--- config.mk ---
export PLATFORM = sky130hd
export DESIGN_NAME = lps_seq
export DESIGN_NICKNAME = d
export VERILOG_FILES = /design/src/design/lps_pkg.sv /design/src/design/lps_seq.sv
export SDC_FILE = /design/constraint.sdc
export NUM_CORES = 1
export LEC_CHECK = 0
export ABC_AREA = 1
export BUFFER_PORTS_ARGS = -buffer_cell sky130_fd_sc_hd__buf_4
export CAP_MARGIN = 25
export CORE_AREA = 2 2 283 285
export DETAILED_ROUTE_END_ITERATION = 8
export DIE_AREA = 0 0 285 287
export SETUP_SLACK_MARGIN = 0.02
export SLEW_MARGIN = 25
export SYNTH_ARGS = -nofsm -noshare
export SYNTH_HDL_FRONTEND = slang
export SYNTH_SLANG_ARGS = --single-unit
--- constraint.sdc ---
create_clock -name clk -period 13.6 [get_ports clk]
set_clock_uncertainty 0.2 [all_clocks]
set_input_delay 1.36 -clock clk [delete_from_list [all_inputs] [get_ports clk]]
set_output_delay 1.36 -clock clk [all_outputs]
set_load 0.01 [all_outputs]
--- src/design/lps_pkg.sv ---
// ----------------------------------------------------------------------------
// LCA path-sum engine package
// Shared types, field widths and sequencer states.
// ----------------------------------------------------------------------------
package lps_pkg;

  localparam int MAX_NODES_DEF = 1024;
  localparam int LEVELS_DEF    = 10;
  localparam int FIELD_NODE_W  = 10;
  localparam int VAL_W         = 32;
  localparam int SUM_W         = 48;

  localparam logic MODE_LOAD  = 1'b0;
  localparam logic MODE_QUERY = 1'b1;

  typedef struct packed {
    logic                           mode;
    logic [FIELD_NODE_W-1:0]        node;
    logic [FIELD_NODE_W-1:0]        parent_node;
    logic signed [VAL_W-1:0]        edge_weight;
    logic signed [VAL_W-1:0]        node_value;
    logic [FIELD_NODE_W-1:0]        other_node;
  } in_item_t;

  typedef struct packed {
    logic [FIELD_NODE_W-1:0]        common_ancestor;
    logic signed [SUM_W-1:0]        node_total;
    logic signed [SUM_W-1:0]        edge_total;
  } out_item_t;

  typedef enum logic [3:0] {
    S_IDLE,
    S_LD_PAR,
    S_LD_RD,
    S_LD_WR,
    S_Q_DEP,
    S_Q_UP_RD,
    S_Q_UP_WR,
    S_Q_JMP_RD,
    S_Q_JMP_WR,
    S_Q_FIN_RD,
    S_Q_FIN_WR,
    S_Q_VAL_RD,
    S_Q_OUT
  } seq_state_t;

  function automatic logic [SUM_W-1:0] sext_val(input logic [VAL_W-1:0] x);
    sext_val = {{(SUM_W-VAL_W){x[VAL_W-1]}}, x};
  endfunction

endpackage

--- src/design/lps_seq.sv ---
// ----------------------------------------------------------------------------
// LCA path-sum sequencer
// Runs loads and queries against the node and lifting-row memories.
// ----------------------------------------------------------------------------
module lps_seq #(
  parameter int MAX_NODES = 1024,
  parameter int LEVELS    = 10
) (
  input  logic                                  clk,
  input  logic                                  rst_n,
  input  logic                                  in_valid,
  output logic                                  in_stall,
  input  lps_pkg::in_item_t                     in_data,
  output logic                                  res_valid,
  input  logic                                  res_ready,
  output lps_pkg::out_item_t                    res_data,
  output logic                                  row_we,
  output logic [$clog2(MAX_NODES)+$clog2(LEVELS)-1:0] row_waddr,
  output logic [$clog2(MAX_NODES)+2*lps_pkg::SUM_W-1:0] row_wdata,
  output logic [$clog2(MAX_NODES)+$clog2(LEVELS)-1:0] row_raddr_a,
  output logic [$clog2(MAX_NODES)+$clog2(LEVELS)-1:0] row_raddr_b,
  input  logic [$clog2(MAX_NODES)+2*lps_pkg::SUM_W-1:0] row_rdata_a,
  input  logic [$clog2(MAX_NODES)+2*lps_pkg::SUM_W-1:0] row_rdata_b,
  output logic                                  node_we,
  output logic [$clog2(MAX_NODES)-1:0]          node_waddr,
  output logic [LEVELS+lps_pkg::VAL_W-1:0]      node_wdata,
  output logic [$clog2(MAX_NODES)-1:0]          node_raddr_a,
  output logic [$clog2(MAX_NODES)-1:0]          node_raddr_b,
  input  logic [LEVELS+lps_pkg::VAL_W-1:0]      node_rdata_a,
  input  logic [LEVELS+lps_pkg::VAL_W-1:0]      node_rdata_b
);
  import lps_pkg::*;

  localparam int NW = $clog2(MAX_NODES);
  localparam int LW = $clog2(LEVELS);
  localparam logic [LW-1:0] LAST_LVL = LW'(LEVELS - 1);

  seq_state_t        state_r, state_nxt;
  logic [NW-1:0]     u_r, u_nxt, v_r, v_nxt;
  logic [SUM_W-1:0]  ns_r, ns_nxt, es_r, es_nxt;
  logic [LW-1:0]     k_r, k_nxt;
  logic [LEVELS-1:0] diff_r, diff_nxt;
  logic              zra_r, zrb_r, zna_r, znb_r;

  logic [NW-1:0]     ra_node_a, ra_node_b, up_u;
  logic [LW-1:0]     ra_lvl;
  logic [NW-1:0]     ra_anc, rb_anc;
  logic [SUM_W-1:0]  ra_ns, ra_es, rb_ns, rb_es;
  logic [LEVELS-1:0] dep_a, dep_b;
  logic [VAL_W-1:0]  val_a;
  logic              nd_ok, par_ok, oth_ok;
  logic [NW-1:0]     nd_idx, par_idx, oth_idx;

  // Entry zero of every store is never written; reads of it are forced to zero.
  assign ra_anc = zra_r ? '0 : row_rdata_a[NW+2*SUM_W-1 -: NW];
  assign ra_ns  = zra_r ? '0 : row_rdata_a[2*SUM_W-1 -: SUM_W];
  assign ra_es  = zra_r ? '0 : row_rdata_a[SUM_W-1:0];
  assign rb_anc = zrb_r ? '0 : row_rdata_b[NW+2*SUM_W-1 -: NW];
  assign rb_ns  = zrb_r ? '0 : row_rdata_b[2*SUM_W-1 -: SUM_W];
  assign rb_es  = zrb_r ? '0 : row_rdata_b[SUM_W-1:0];
  assign dep_a  = zna_r ? '0 : node_rdata_a[LEVELS+VAL_W-1 -: LEVELS];
  assign dep_b  = znb_r ? '0 : node_rdata_b[LEVELS+VAL_W-1 -: LEVELS];
  assign val_a  = zna_r ? '0 : node_rdata_a[VAL_W-1:0];

  assign nd_ok   = 32'(in_data.node) < MAX_NODES;
  assign par_ok  = 32'(in_data.parent_node) < MAX_NODES;
  assign oth_ok  = 32'(in_data.other_node) < MAX_NODES;
  assign nd_idx  = nd_ok ? NW'(in_data.node) : '0;
  assign par_idx = NW'(in_data.parent_node);
  assign oth_idx = oth_ok ? NW'(in_data.other_node) : '0;

  assign up_u = diff_r[k_r] ? ra_anc : u_r;

  assign row_raddr_a  = {ra_node_a, ra_lvl};
  assign row_raddr_b  = {ra_node_b, ra_lvl};
  assign in_stall     = (state_r != S_IDLE);

  assign res_data.common_ancestor = FIELD_NODE_W'(u_r);
  assign res_data.node_total      = ns_r + sext_val(val_a);
  assign res_data.edge_total      = es_r;

  always_ff @(posedge clk) begin
    if (!rst_n) begin
      state_r <= S_IDLE;
    end else begin
      state_r <= state_nxt;
    end
    u_r    <= u_nxt;
    v_r    <= v_nxt;
    ns_r   <= ns_nxt;
    es_r   <= es_nxt;
    k_r    <= k_nxt;
    diff_r <= diff_nxt;
    zra_r  <= (ra_node_a == '0);
    zrb_r  <= (ra_node_b == '0);
    zna_r  <= (node_raddr_a == '0);
    znb_r  <= (node_raddr_b == '0);
  end

  always_comb begin
    state_nxt    = state_r;
    u_nxt        = u_r;
    v_nxt        = v_r;
    ns_nxt       = ns_r;
    es_nxt       = es_r;
    k_nxt        = k_r;
    diff_nxt     = diff_r;
    row_we       = 1'b0;
    row_waddr    = {u_r, k_r};
    row_wdata    = {v_r, ns_r, es_r};
    ra_node_a    = u_r;
    ra_node_b    = v_r;
    ra_lvl       = k_r;
    node_we      = 1'b0;
    node_waddr   = u_r;
    node_wdata   = {dep_a, ns_r[VAL_W-1:0]};
    node_raddr_a = u_r;
    node_raddr_b = v_r;
    res_valid    = 1'b0;
    unique case (state_r)
      S_IDLE: begin
        if (in_valid) begin
          if (in_data.mode == MODE_LOAD) begin
            if (in_data.node != '0 && nd_ok && par_ok) begin
              u_nxt        = nd_idx;
              v_nxt        = par_idx;
              ns_nxt       = sext_val(in_data.node_value);
              es_nxt       = sext_val(in_data.edge_weight);
              node_raddr_a = par_idx;
              state_nxt    = S_LD_PAR;
            end
          end else begin
            u_nxt        = nd_idx;
            v_nxt        = oth_idx;
            node_raddr_a = nd_idx;
            node_raddr_b = oth_idx;
            state_nxt    = S_Q_DEP;
          end
        end
      end
      S_LD_PAR: begin
        node_we    = 1'b1;
        node_wdata = {(v_r == '0) ? LEVELS'(0) : dep_a + LEVELS'(1), ns_r[VAL_W-1:0]};
        row_we     = 1'b1;
        row_waddr  = {u_r, LW'(0)};
        k_nxt      = LW'(1);
        state_nxt  = S_LD_RD;
      end
      S_LD_RD: begin
        ra_node_a = v_r;
        ra_lvl    = k_r - LW'(1);
        state_nxt = S_LD_WR;
      end
      S_LD_WR: begin
        row_we    = 1'b1;
        row_wdata = {ra_anc, ns_r + ra_ns, es_r + ra_es};
        v_nxt     = ra_anc;
        ns_nxt    = ns_r + ra_ns;
        es_nxt    = es_r + ra_es;
        if (k_r == LAST_LVL) begin
          state_nxt = S_IDLE;
        end else begin
          k_nxt     = k_r + LW'(1);
          state_nxt = S_LD_RD;
        end
      end
      S_Q_DEP: begin
        if (dep_a < dep_b) begin
          u_nxt    = v_r;
          v_nxt    = u_r;
          diff_nxt = dep_b - dep_a;
        end else begin
          diff_nxt = dep_a - dep_b;
        end
        ns_nxt    = '0;
        es_nxt    = '0;
        k_nxt     = '0;
        state_nxt = S_Q_UP_RD;
      end
      S_Q_UP_RD: begin
        state_nxt = S_Q_UP_WR;
      end
      S_Q_UP_WR: begin
        if (diff_r[k_r]) begin
          ns_nxt = ns_r + ra_ns;
          es_nxt = es_r + ra_es;
        end
        u_nxt = up_u;
        if (k_r == LAST_LVL) begin
          state_nxt = (up_u == v_r) ? S_Q_VAL_RD : S_Q_JMP_RD;
        end else begin
          k_nxt     = k_r + LW'(1);
          state_nxt = S_Q_UP_RD;
        end
      end
      S_Q_JMP_RD: begin
        state_nxt = S_Q_JMP_WR;
      end
      S_Q_JMP_WR: begin
        if (ra_anc != rb_anc) begin
          ns_nxt = ns_r + ra_ns + rb_ns;
          es_nxt = es_r + ra_es + rb_es;
          u_nxt  = ra_anc;
          v_nxt  = rb_anc;
        end
        if (k_r == '0) begin
          state_nxt = S_Q_FIN_RD;
        end else begin
          k_nxt     = k_r - LW'(1);
          state_nxt = S_Q_JMP_RD;
        end
      end
      S_Q_FIN_RD: begin
        state_nxt = S_Q_FIN_WR;
      end
      S_Q_FIN_WR: begin
        ns_nxt    = ns_r + ra_ns + rb_ns;
        es_nxt    = es_r + ra_es + rb_es;
        u_nxt     = ra_anc;
        state_nxt = S_Q_VAL_RD;
      end
      S_Q_VAL_RD: begin
        state_nxt = S_Q_OUT;
      end
      S_Q_OUT: begin
        res_valid = 1'b1;
        if (res_ready) begin
          state_nxt = S_IDLE;
        end
      end
      default: begin
        state_nxt = S_IDLE;
      end
    endcase
  end

endmodule

## After elaboration in Yosys (flattened, before gate mapping)

Cells that the tools add are included.

- Register bits after elaboration: 138
- Latch bits: 0
- Memory bits (writable): 0
- Memory bits (read-only): 0
- Input port bits: 395
- Output and inout bits: 330
- Word-level logic and storage cells: 132
- Memories kept: 0

- Add/sub/neg operators: 10
- Multipliers: 0
- Div/mod/pow operators: 0
- Magnitude comparators: 2
- Equality and inequality tests: 25
- Shift operators: 0
- Multiplexer cells: 65
- Bitwise logic cells: 0
- Reductions and logical operators: 19

Operators with widths:

| operator | count |
|---|---|
| 48-bit two-way mux | 14 |
| 48-bit one-hot mux with 6 select lines | 2 |
| 10-bit two-way mux | 25 |
| 48-bit adder | 5 |
| 106-bit two-way mux | 1 |
| 4-bit one-hot mux with 13 select lines | 1 |
| 10-bit one-hot mux with 5 select lines | 1 |
| 4-bit two-way mux | 11 |
| 42-bit two-way mux | 1 |
| 10-bit zero test | 4 |
| 10-bit one-hot mux with 4 select lines | 1 |
| 32-bit two-way mux | 1 |
| 4-bit equality test, second input constant | 6 |
| 10-bit subtractor | 2 |
| 2-bit inequality test, second input constant | 9 |
| 4-bit by 3-bit equality test with 1-bit output, second input constant | 4 |
| 4-bit one-hot mux with 4 select lines | 1 |
| 4-bit nonzero test | 3 |
| 10-bit by 1-bit adder with 10-bit output, second input constant | 1 |
| 10-bit equality test | 1 |
| 10-bit < comparator | 1 |
| 10-bit inequality test | 1 |
| 5-bit AND reduction | 2 |
| 10-bit nonzero test | 1 |
| other kinds (15) | 22 |

## Logic depth before layout (Yosys ltp)

Gate-level depths: netlist (run 1).

- Depth in word-level cells: 7
- Gate-level depth with buffers: 33
- Gate-level depth less buffers: 32

## Least setup slack after synthesis (run 1)

No wires, ideal clock.

- Path type: input port to flip-flop
- Start point: in in_data[94] (netlist bit)
- End point: reg es_r[0] (enable)
- Setup time: 787 ps
- Arrival: 10,912 ps
- Required time: 12,613 ps
- Path slack: 1,701 ps
- Stages: 5
- Path buffers: 2
- Cell sequence: clkbuf_1 -> clkbuf_1 -> nand2_1 -> o21ai_0 -> nor4_1

- Cells in the longest elaborated chain, start to end: 2

Ends and longest elaborated chain:

| element | line | source |
|---|---|---|
| start, declared | lps_seq.sv:13 | `input lps_pkg::in_item_t in_data,` |
| 2-bit inequality test (no source line) | -- |  |
| 6-bit AND reduction (no source line) | -- |  |
| end signal, assigned | lps_seq.sv:91 | `es_r <= es_nxt;` |
| end, declared | lps_seq.sv:40 | `logic [SUM_W-1:0] ns_r, ns_nxt, es_r, es_nxt;` |

No other way between the ends.
A chain may end at the register's enable or synchronous reset.

## Final worst setup path (run 1)

- Start point: reg zra_r
- End point: reg es_r[41] (data pin)

- Cells in the longest elaborated chain, start to end: 5
- Elaborated cells between the ends (all ways): 6
- Classes of those cells: add/sub: 2; mux: 4

Ends and longest elaborated chain:

| element | line | source |
|---|---|---|
| start, declared | lps_seq.sv:43 | `logic zra_r, zrb_r, zna_r, znb_r;` |
| start signal, assigned | lps_seq.sv:94 | `zra_r <= (ra_node_a == '0);` |
| 48-bit two-way mux (*) | lps_seq.sv:57 | `assign ra_es = zra_r ? '0 : row_rdata_a[SUM_W-1:0];` |
| 48-bit adder (*) | -- |  |
| 48-bit adder | lps_seq.sv:202, lps_seq.sv:218 |  |
| 48-bit two-way mux | lps_seq.sv:200 | `if (ra_anc != rb_anc) begin` |
| 48-bit one-hot mux with 6 select lines (*) | lps_seq.sv:120 | `unique case (state_r)` |
| via es_nxt[41] | lps_seq.sv:40 |  |

Mark *: on every way through the listed nets, which the timed path passes. The rest lies on a longest branch. The select of a mux whose other input is x is not followed.

==> metrics.csv, run 1 <==
stage,metric,value,unit
setup_path,max_stage_delay_cell_worst_path,sky130_fd_sc_hd__dfxtp_4,
setup_path,regToRegSetupSlack,6690,ps
sta,postLayoutSetupSlackWorst,6690,ps
logic_synthesis,synth_edf_count,130,
sta,portion_of_the_clock_cycle_consumed_by_the_worst_path_in_the_final_layout,50.8,%
place,dp_hpwl,102000,µm
cts,cts_repair_resize_count,0,
cts,path_clk_slew,70,ps
route,wire_per_inst,20.3,µm
logic_synthesis,dominantRegCellSynth,sky130_fd_sc_hd__edfxtp_1,
sta,post-route-min-period,6910,ps
setup_path,critical_path.max_stage_delay,710,ps
cts,cts_root_cell,sky130_fd_sc_hd__clkbuf_16,
outcome,outcome,completed,
layout,number_of_filler_instances_in_the_final_layout,8740,
place,pre_cts_ws,6660,ps
job,cap_viol_max_count,0,
place,numPlacedInstances,6011,
sta,tightest_slew,1070,ps
route,drc,0,
global_routing,grt_antenna_before_repair,2,
logic_synthesis,postSynthRegisterBits,138,
logic_synthesis,synth.lib_cells_used.distinct,79,
sta,hold_violations,0,
die,die_h,287,µm
layout,layout-drive-gt1-share,17.5,%
logic_synthesis,seq_area_frac_synth,15.4,%
place,port_buffers,692,
cts,htree_num_levels,4,
route,detail_route.first_pass.iterations,6,
place,place.gp.congestion,0.996,
sta,setup_tns,0,ps
setup_path,critPathKind,reg -> reg,
route,postRouteWirelength,122000,µm
sta,setup_viol,0,
global_routing,grt_first_pass_wirelength,180000,µm
setup_path,critical_path_required,13620,ps
place,post_dp_cell_area,32300,µm²
power_and_ir_drop,vdd_ir_drop_max,0.000124,V
global_routing,grtUsageTotal,28.6,%
layout,final_design_area_no_fill,32900,µm²
cts,tritoncts,built,
cts,postCtsSetupRepairBufs,0,
logic_synthesis,yosysWarnings,0,
route,first_iter_violations,2416,
logic_synthesis,netlist_instances,4403,
global_routing,grt_start_max_net_pins,73,
sta,holdWs,508,ps
sta,fmax,0.145,GHz
logic_synthesis,synth_largest_area_cell,sky130_fd_sc_hd__nand2_1,
setup_path,worst_setup_path_end_kind,flip-flop,
power_and_ir_drop,leakage,16.9,nW
die,floorplan.initialDensity,33.6,%
logic_synthesis,synth_top_cell_area_share,15.6,%
die,design.core.area,78600,µm²
layout,flow.area_growth_from_synthesis,24.5,%
power_and_ir_drop,powerDensity,306,nW/µm²
die,core.rowCount,103,
sta,grt_setup_unrepaired,false,
cts,post_cts_hold_buffer_count,0,
route,ant_nets,0,
layout,post_layout_nets,5647,
global_routing,globalRoute.totalOverflow,0,
die,pin_count,725,
worst_hold_path,min_from,state_r[2]$_SDFFE_PN0P_,
die,dieWidth,285,µm
logic_synthesis,synth_nets,5070,
setup_path,critical_path_peak_fanout,48,
worst_hold_path,hp-class,reg -> reg,
sta,timing.slew.headroom,28.8,%
setup_path,critPathArrivalTime,6930,ps
route,routed_via_density,5.29,
logic_synthesis,synth.area.top_cells,"sky130_fd_sc_hd__nand2_1 16%, sky130_fd_sc_hd__edfxtp_1 15%, sky130_fd_sc_hd__ha_1 13%",
route,route.vias.total,32000,
setup_path,cp_common_cell,sky130_fd_sc_hd__nand2_1,
cts,insertion_delay,500,ps
setup_path,worst_setup_path_start_kind,flip-flop,
die,overall_die_area,81800,µm²
logic_synthesis,synthesis.area_per_instance,6.01,µm²
setup_path,crit_start,zra_r$_DFF_P_,
cts,clkSinkCount,138,
logic_synthesis,synthArstFlopShare,0,%
cts,cts_buffer_depth,2,
layout,final-instance-count-excl-fill,6046,
sta,slew_viol_final,0,
logic_synthesis,syn_area,26400,µm²
setup_path,worstReg2RegStart,zra_r$_DFF_P_,
global_routing,grt_pass1_vias,30700,
cts,clock_buffer_count_from_cts,17,
==> critical path: cells and delay by family (launching register included) <==
kind                       cells  cell delay, ps
buffers and inverters          5            1090
AOI/OAI and AO/OA              7            1330
DFF                            1             710
and+or+nand+nor               16            2540
adders and majority gates      2             700
==> cells in the mapped netlist (all sizes together) (2+ instances only) <==
cell type / n
a21oi: 379
a311oi: 2
ha: 265
o2111ai: 11
dfxtp: 8
nand2: 1106
o21ai: 280
and3: 11
o221ai: 11
a21boi: 12
inv: 671
nand3: 193
o21bai: 33
o211ai: 41
fa: 7
a21o: 20
o21a: 27
a2111oi: 2
a211oi: 9
clkbuf: 76
and2: 6
a221o: 3
o22ai: 29
nor2: 601
nor4: 22
a221oi: 8
or2: 29
edfxtp: 130
nor3: 47
xor2: 101
o31ai: 9
xnor2: 63
a31oi: 59
clkinv: 2
o311ai: 6
buf: 77
a22oi: 4
nand4: 27
nand3b: 6
nor3b: 4
==> where the power goes <==
group | internal, mW | leakage, nW | switching, mW
registers | 0.793 | 1.31 | 0.334
clock network | 0.292 | 0.289 | 0.242
logic | 2.99 | 15.4 | 5.43
==> sequential cells by signal (all words and copies together) (netlist names) <==
| register | count |
|---|---|
| zrb_r | 1 |
| diff_r | 10 |
| k_r | 4 |
| state_r | 4 |
| zna_r | 1 |
| znb_r | 1 |
| ra_node_b | 10 |
| zra_r | 1 |
| node_waddr | 10 |
| ns_r | 48 |
| es_r | 48 |
==> logic make-up (layout without fill, tap and decap cells) <==
| kind of cell | count (synthesis) | in the layout | synth area share (%) |
|---|---|---|---|
| AOI/OAI and AO/OA | 949 | 949 | 21.4 |
| xor gates and xnor gates | 164 | 164 | 5.60 |
| adders and majority gates | 272 | 272 | 13.1 |
| buffers and inverters | 826 | 1416 | 12.7 |
| DFF | 138 | 138 | 15.4 |
| muxes | 1 | 1 | 0.0379 |
| other | 0 | 3 | 0 |
| and+or+nand+nor | 2053 | 2053 | 31.9 |
==> layout make-up <==
class,instances,area (µm²),area share (%)
tap,1050,1310,3.99
multi-input combinational,3439,19100,57.9
timing repair buffer,711,5340,16.2
clock inverter,14,183,0.555
antenna,3,7.51,0.0228
clock buffer,18,429,1.30
sequential,138,4070,12.4
inverter,673,2530,7.70
==> through the flow <==
stage	utilization, %	total power [mW]
5_1_grt	41.9	10.9
4_1_cts	41.9	9.98
6_report	41.9	10.1
3_5_place_dp	41.1	9.40
2_1_floorplan	-	6.49
3_3_place_gp	41.1	9.38
==> layer usage <==
| layer | GRT usage [%] | up-vias | part of all wire (%) |
|---|---|---|---|
| met5 | 0 | - | 0 |
| met4 | 10.7 | 0 | 3.8 |
| met3 | 3.63 | 198 | 6.2 |
| met2 | 51.2 | 1267 | 49 |
| met1 | 34.9 | 14900 | 41 |
| li1 | - | 15600 | - |
==> path summary, 6_finish.rpt <==
kind,end,cells after the start
worst min-delay path,state_r[1]$_SDFFE_PN0P_,5
worst min register to register,state_r[1]$_SDFFE_PN0P_,5
worst max register to register,es_r[41]$_DFFE_PP_,30
worst max-delay path,es_r[41]$_DFFE_PP_,30
==> placed cells by master, fill, tap and decap left out, types with 97 or more instances in the layout <==
cell / synthesis / final
sky130_fd_sc_hd__ha_1: 265 / 265
sky130_fd_sc_hd__inv_1: 651 / 650
sky130_fd_sc_hd__buf_4: 59 / 711
sky130_fd_sc_hd__edfxtp_1: 130 / 130
sky130_fd_sc_hd__o21ai_0: 231 / 231
sky130_fd_sc_hd__xor2_1: 97 / 97
sky130_fd_sc_hd__nor2_1: 591 / 587
sky130_fd_sc_hd__nand3_1: 186 / 186
sky130_fd_sc_hd__a21oi_1: 366 / 365
sky130_fd_sc_hd__nand2_1: 1096 / 1096
Power figures use the tool's default switching activity.
==> run 2, diff against run 1 <==
--- a/config.mk
+++ b/config.mk
@@ -5,12 +5,12 @@
 export SDC_FILE = /design/constraint.sdc
 export NUM_CORES = 1
 export LEC_CHECK = 0
-export ABC_AREA = 1
+export ABC_AREA = 0
 export BUFFER_PORTS_ARGS = -buffer_cell sky130_fd_sc_hd__buf_4
 export CAP_MARGIN = 25
-export CORE_AREA = 2 2 283 285
+export CORE_AREA = 2 2 279 281
 export DETAILED_ROUTE_END_ITERATION = 8
-export DIE_AREA = 0 0 285 287
+export DIE_AREA = 0 0 281 283
 export SETUP_SLACK_MARGIN = 0.02
 export SLEW_MARGIN = 25
 export SYNTH_ARGS = -nofsm -noshare
==> constraint.sdc (replaced) <==
create_clock -name clk -period 7.2 [get_ports clk]
set_clock_uncertainty 0.2 [all_clocks]
set_input_delay 0.72 -clock clk [delete_from_list [all_inputs] [get_ports clk]]
set_output_delay 0.72 -clock clk [all_outputs]
set_load 0.01 [all_outputs]
==> run 2 against run 1 <==
  * Synthesized cell count decreased by 26%
  * Flip-flop and latch count did not move
  * Global-route usage shrank 1.9 points
  * Maximum frequency grew 2.1%
  * Sequential power grew 79%
  * First-iteration DRC count down 15%
  * Routed wire length down 9.4%
  * Critical endpoint is now ns_r[47]$_DFFE_PP_
==> metrics.csv, run 2 <==
stage,metric,value,unit
outcome,outcome,completed,
sta,tightest_slew,1070,ps
cts,insertion_delay,490,ps
power_and_ir_drop,vdd_ir_drop_max,0.000214,V
setup_path,critical_path.max_stage_delay,500,ps
logic_synthesis,postSynthRegisterBits,138,
logic_synthesis,netlist_instances,3272,
cts,clock_buffer_count_from_cts,17,
route,ant_nets,0,
setup_path,critical_path.top_delay_family,compound AO/OA/AOI/OAI gates,
setup_path,critPathBufInv,3,
route,drc,0,
die,overall_die_area,79500,µm²
setup_path,regToRegSetupSlack,430,ps
place,dp_hpwl,89100,µm
logic_synthesis,synth_top_cell_area_share,16.0,%
worst_hold_path,timing.hold.worst_endpoint,state_r[3]$_SDFFE_PN0P_,
layout,post_layout_nets,4494,
cts,post_cts_hold_buffer_count,0,
setup_path,critical_path_peak_fanout,9,
layout,layout_common_cells,"738 x sky130_fd_sc_hd__buf_4, 412 x sky130_fd_sc_hd__nand2_1, 267 x sky130_fd_sc_hd__nor2b_1",
cts,tritoncts,built,
route,routed_via_density,5.51,
sta,timing.slew.headroom,28.4,%
die,pin_count,725,
sta,fmax,0.148,GHz
place,place.gp.congestion,0.967,
logic_synthesis,yosys.cell_count.top_type,sky130_fd_sc_hd__nand2_1,
setup_path,worst_setup_path_start_kind,flip-flop,
setup_path,worst_reg_to_reg_path_cell_count,27,
logic_synthesis,synth_nets,3939,
route,postRouteWirelength,111000,µm
cts,path_clk_slew,70,ps
cts,cts_root_cell,sky130_fd_sc_hd__clkbuf_16,
logic_synthesis,synth.lib_cells_used.distinct,85,
route,wire_per_inst,22.7,µm
sta,hold_violations,0,
route,detail_route.first_pass.iterations,6,
worst_hold_path,min_from,rst_n,
sta,slew_viol_final,0,
setup_path,crit-reg2reg-capture,ns_r[47]$_DFFE_PP_,
logic_synthesis,synth_edf_count,130,
place,post_dp_cell_area,30300,µm²
global_routing,grtUsageTotal,26.7,%
logic_synthesis,dominantRegCellSynth,sky130_fd_sc_hd__edfxtp_1,
cts,htree_num_levels,4,
sta,grt_setup_unrepaired,false,
place,port_buffers,692,
logic_synthesis,synth.area.top_cells,"sky130_fd_sc_hd__edfxtp_1 16%, sky130_fd_sc_hd__ha_1 14%, sky130_fd_sc_hd__nor2b_1 6.9%",
cts,clkSinkCount,138,
logic_synthesis,synth_largest_area_cell,sky130_fd_sc_hd__edfxtp_1,
layout,flow.area_growth_from_synthesis,27.1,%
setup_path,critPathArrivalTime,6750,ps
sta,setup_viol,0,
job,cap_viol_max_count,0,
logic_synthesis,synthArstFlopShare,0,%
power_and_ir_drop,leakage,14.6,nW
die,core.rowCount,102,
global_routing,grt_antenna_before_repair,18,
logic_synthesis,yosysWarnings,0,
cts,cts_buffer_depth,2,
power_and_ir_drop,powerDensity,532,nW/µm²
setup_path,critPathKind,reg -> reg,
logic_synthesis,seq_area_frac_synth,16.7,%
global_routing,grt_pass1_vias,26000,
logic_synthesis,synthesis.area_per_instance,7.44,µm²
setup_path,critical_path_required,7180,ps
sta,post-route-min-period,6770,ps
worst_hold_path,hp-class,in -> reg,
global_routing,globalRoute.totalOverflow,0,
setup_path,worst_setup_path_end_kind,flip-flop,
setup_path,worstReg2RegStart,zra_r$_DFF_P_,
die,die_h,283,µm
layout,layout_top_registers,"es_r: 48 flops, ns_r: 48 flops",
logic_synthesis,synth_common_cells,"416 x sky130_fd_sc_hd__nand2_1, 267 x sky130_fd_sc_hd__nor2b_1, 265 x sky130_fd_sc_hd__ha_1",
die,floorplan.initialDensity,31.7,%
route,first_iter_violations,2043,
global_routing,grt_start_max_net_pins,62,
layout,layout-drive-gt1-share,21.8,%
setup_path,max_stage_delay_cell_worst_path,sky130_fd_sc_hd__dfxtp_4,
sta,setup_tns,0,ps
die,design.core.area,76700,µm²
die,dieWidth,281,µm
worst_hold_path,holdPathStages,2,
route,route.vias.total,26900,
sta,holdWs,290,ps
layout,layout_commonest_cell,sky130_fd_sc_hd__buf_4,
logic_synthesis,syn_area,24300,µm²
global_routing,grt_first_pass_wirelength,161000,µm
layout,final_design_area_no_fill,30900,µm²
sta,portion_of_the_clock_cycle_consumed_by_the_worst_path_in_the_final_layout,94.0,%
==> run 2: cell types whose count changed in the layout (fill, tap and decap cells not counted), moves of 27 or more <==
cell	change
sky130_fd_sc_hd__a211oi_1	+27
sky130_fd_sc_hd__a21o_1	+124
sky130_fd_sc_hd__a21oi_1	-108
sky130_fd_sc_hd__a22oi_1	+39
sky130_fd_sc_hd__buf_4	+27
sky130_fd_sc_hd__inv_1	-488
sky130_fd_sc_hd__nand2_1	-684
sky130_fd_sc_hd__nand2b_1	+52
sky130_fd_sc_hd__nand3_1	-124
sky130_fd_sc_hd__nor2_1	-408
sky130_fd_sc_hd__nor2b_1	+267
sky130_fd_sc_hd__o221ai_1	+31
sky130_fd_sc_hd__xnor2_1	+92
==> run 2: area by class of cell <==
| cell class | count | area (µm²) |
|---|---|---|
| fill | 8064 | 45800 |
| multi-input combinational | 2766 | 18700 |
| timing repair buffer | 741 | 5610 |
| sequential | 138 | 4070 |
| tap | 1040 | 1300 |
| inverter | 163 | 612 |
| clock buffer | 17 | 425 |
| clock inverter | 15 | 154 |
| antenna | 12 | 30.0 |
==> run 2: worst max-delay path by stage <==
stage	startpoint	end	slack, ps	cells after the start
floorplan	zra_r$_DFF_P_	ns_r[47]$_DFFE_PP_	550	31
global placement	row_rdata_a[4]	es_r[46]$_DFFE_PP_	170	27
detailed placement	row_rdata_a[4]	es_r[46]$_DFFE_PP_	130	27
CTS	zra_r$_DFF_P_	es_r[46]$_DFFE_PP_	300	26
global route	zra_r$_DFF_P_	es_r[47]$_DFFE_PP_	80	30
finish	zra_r$_DFF_P_	ns_r[47]$_DFFE_PP_	430	27
==> run 2: cell families (layout without fill, tap and decap cells) <==
kind of cell	after synthesis	count (layout)	share of synthesized area (%)
buffers and inverters	368	936	6.56
muxes	39	39	1.80
xor gates and xnor gates	250	250	9.13
DFF	138	138	16.7
adders and majority gates	272	272	14.2
and+or+nand+nor	1146	1146	23.0
other	0	12	0
AOI/OAI and AO/OA	1059	1059	28.6
==> run 2: metrics by stage <==
step	cells	util, %	power, mW	worst slack [ps]
after global placement	4845	39.5	15.3	171
after global routing	4890	40.3	17.8	75.0
after floorplan	3272	-	10.8	545
after CTS	4877	40.2	16.4	303
final	4892	40.3	16.4	431
after detailed placement	4845	39.5	15.3	130
==> run 2: power by group <==
part | total, mW | leakage [nW] | switching [mW] | internal, mW
clock network | 0.964 | 0.287 | 0.475 | 0.490
registers | 2.02 | 1.31 | 0.598 | 1.42
logic | 13.5 | 13.0 | 7.81 | 5.65
==> run 2: worst reg2reg max path: cells and delay by family, from the launching register on <==
kind,cells,cell delay [ps]
buf+inv,3,350
compound gates,13,3320
fa+ha+maj,3,830
simple gates,6,800
xor+xnor,2,490
flops,1,500
==> run 2: metal layers <==
layer / routed length (µm) / global-route usage [%] / vias up
li1: - / - / 12900
met1: 45900 / 32.8 / 12800
met2: 53800 / 46.4 / 1045
met3: 7050 / 4.08 / 169
met4: 4140 / 10.3 / 6
met5: 41 / 0 / -
==> run 2: what timing repair did <==
| item | CTS | global route |
|---|---|---|
| resized for setup | 0 | 2 |
| buffers inserted | 0 | 3 |
| setup endpoints to repair | 0 | 12 |
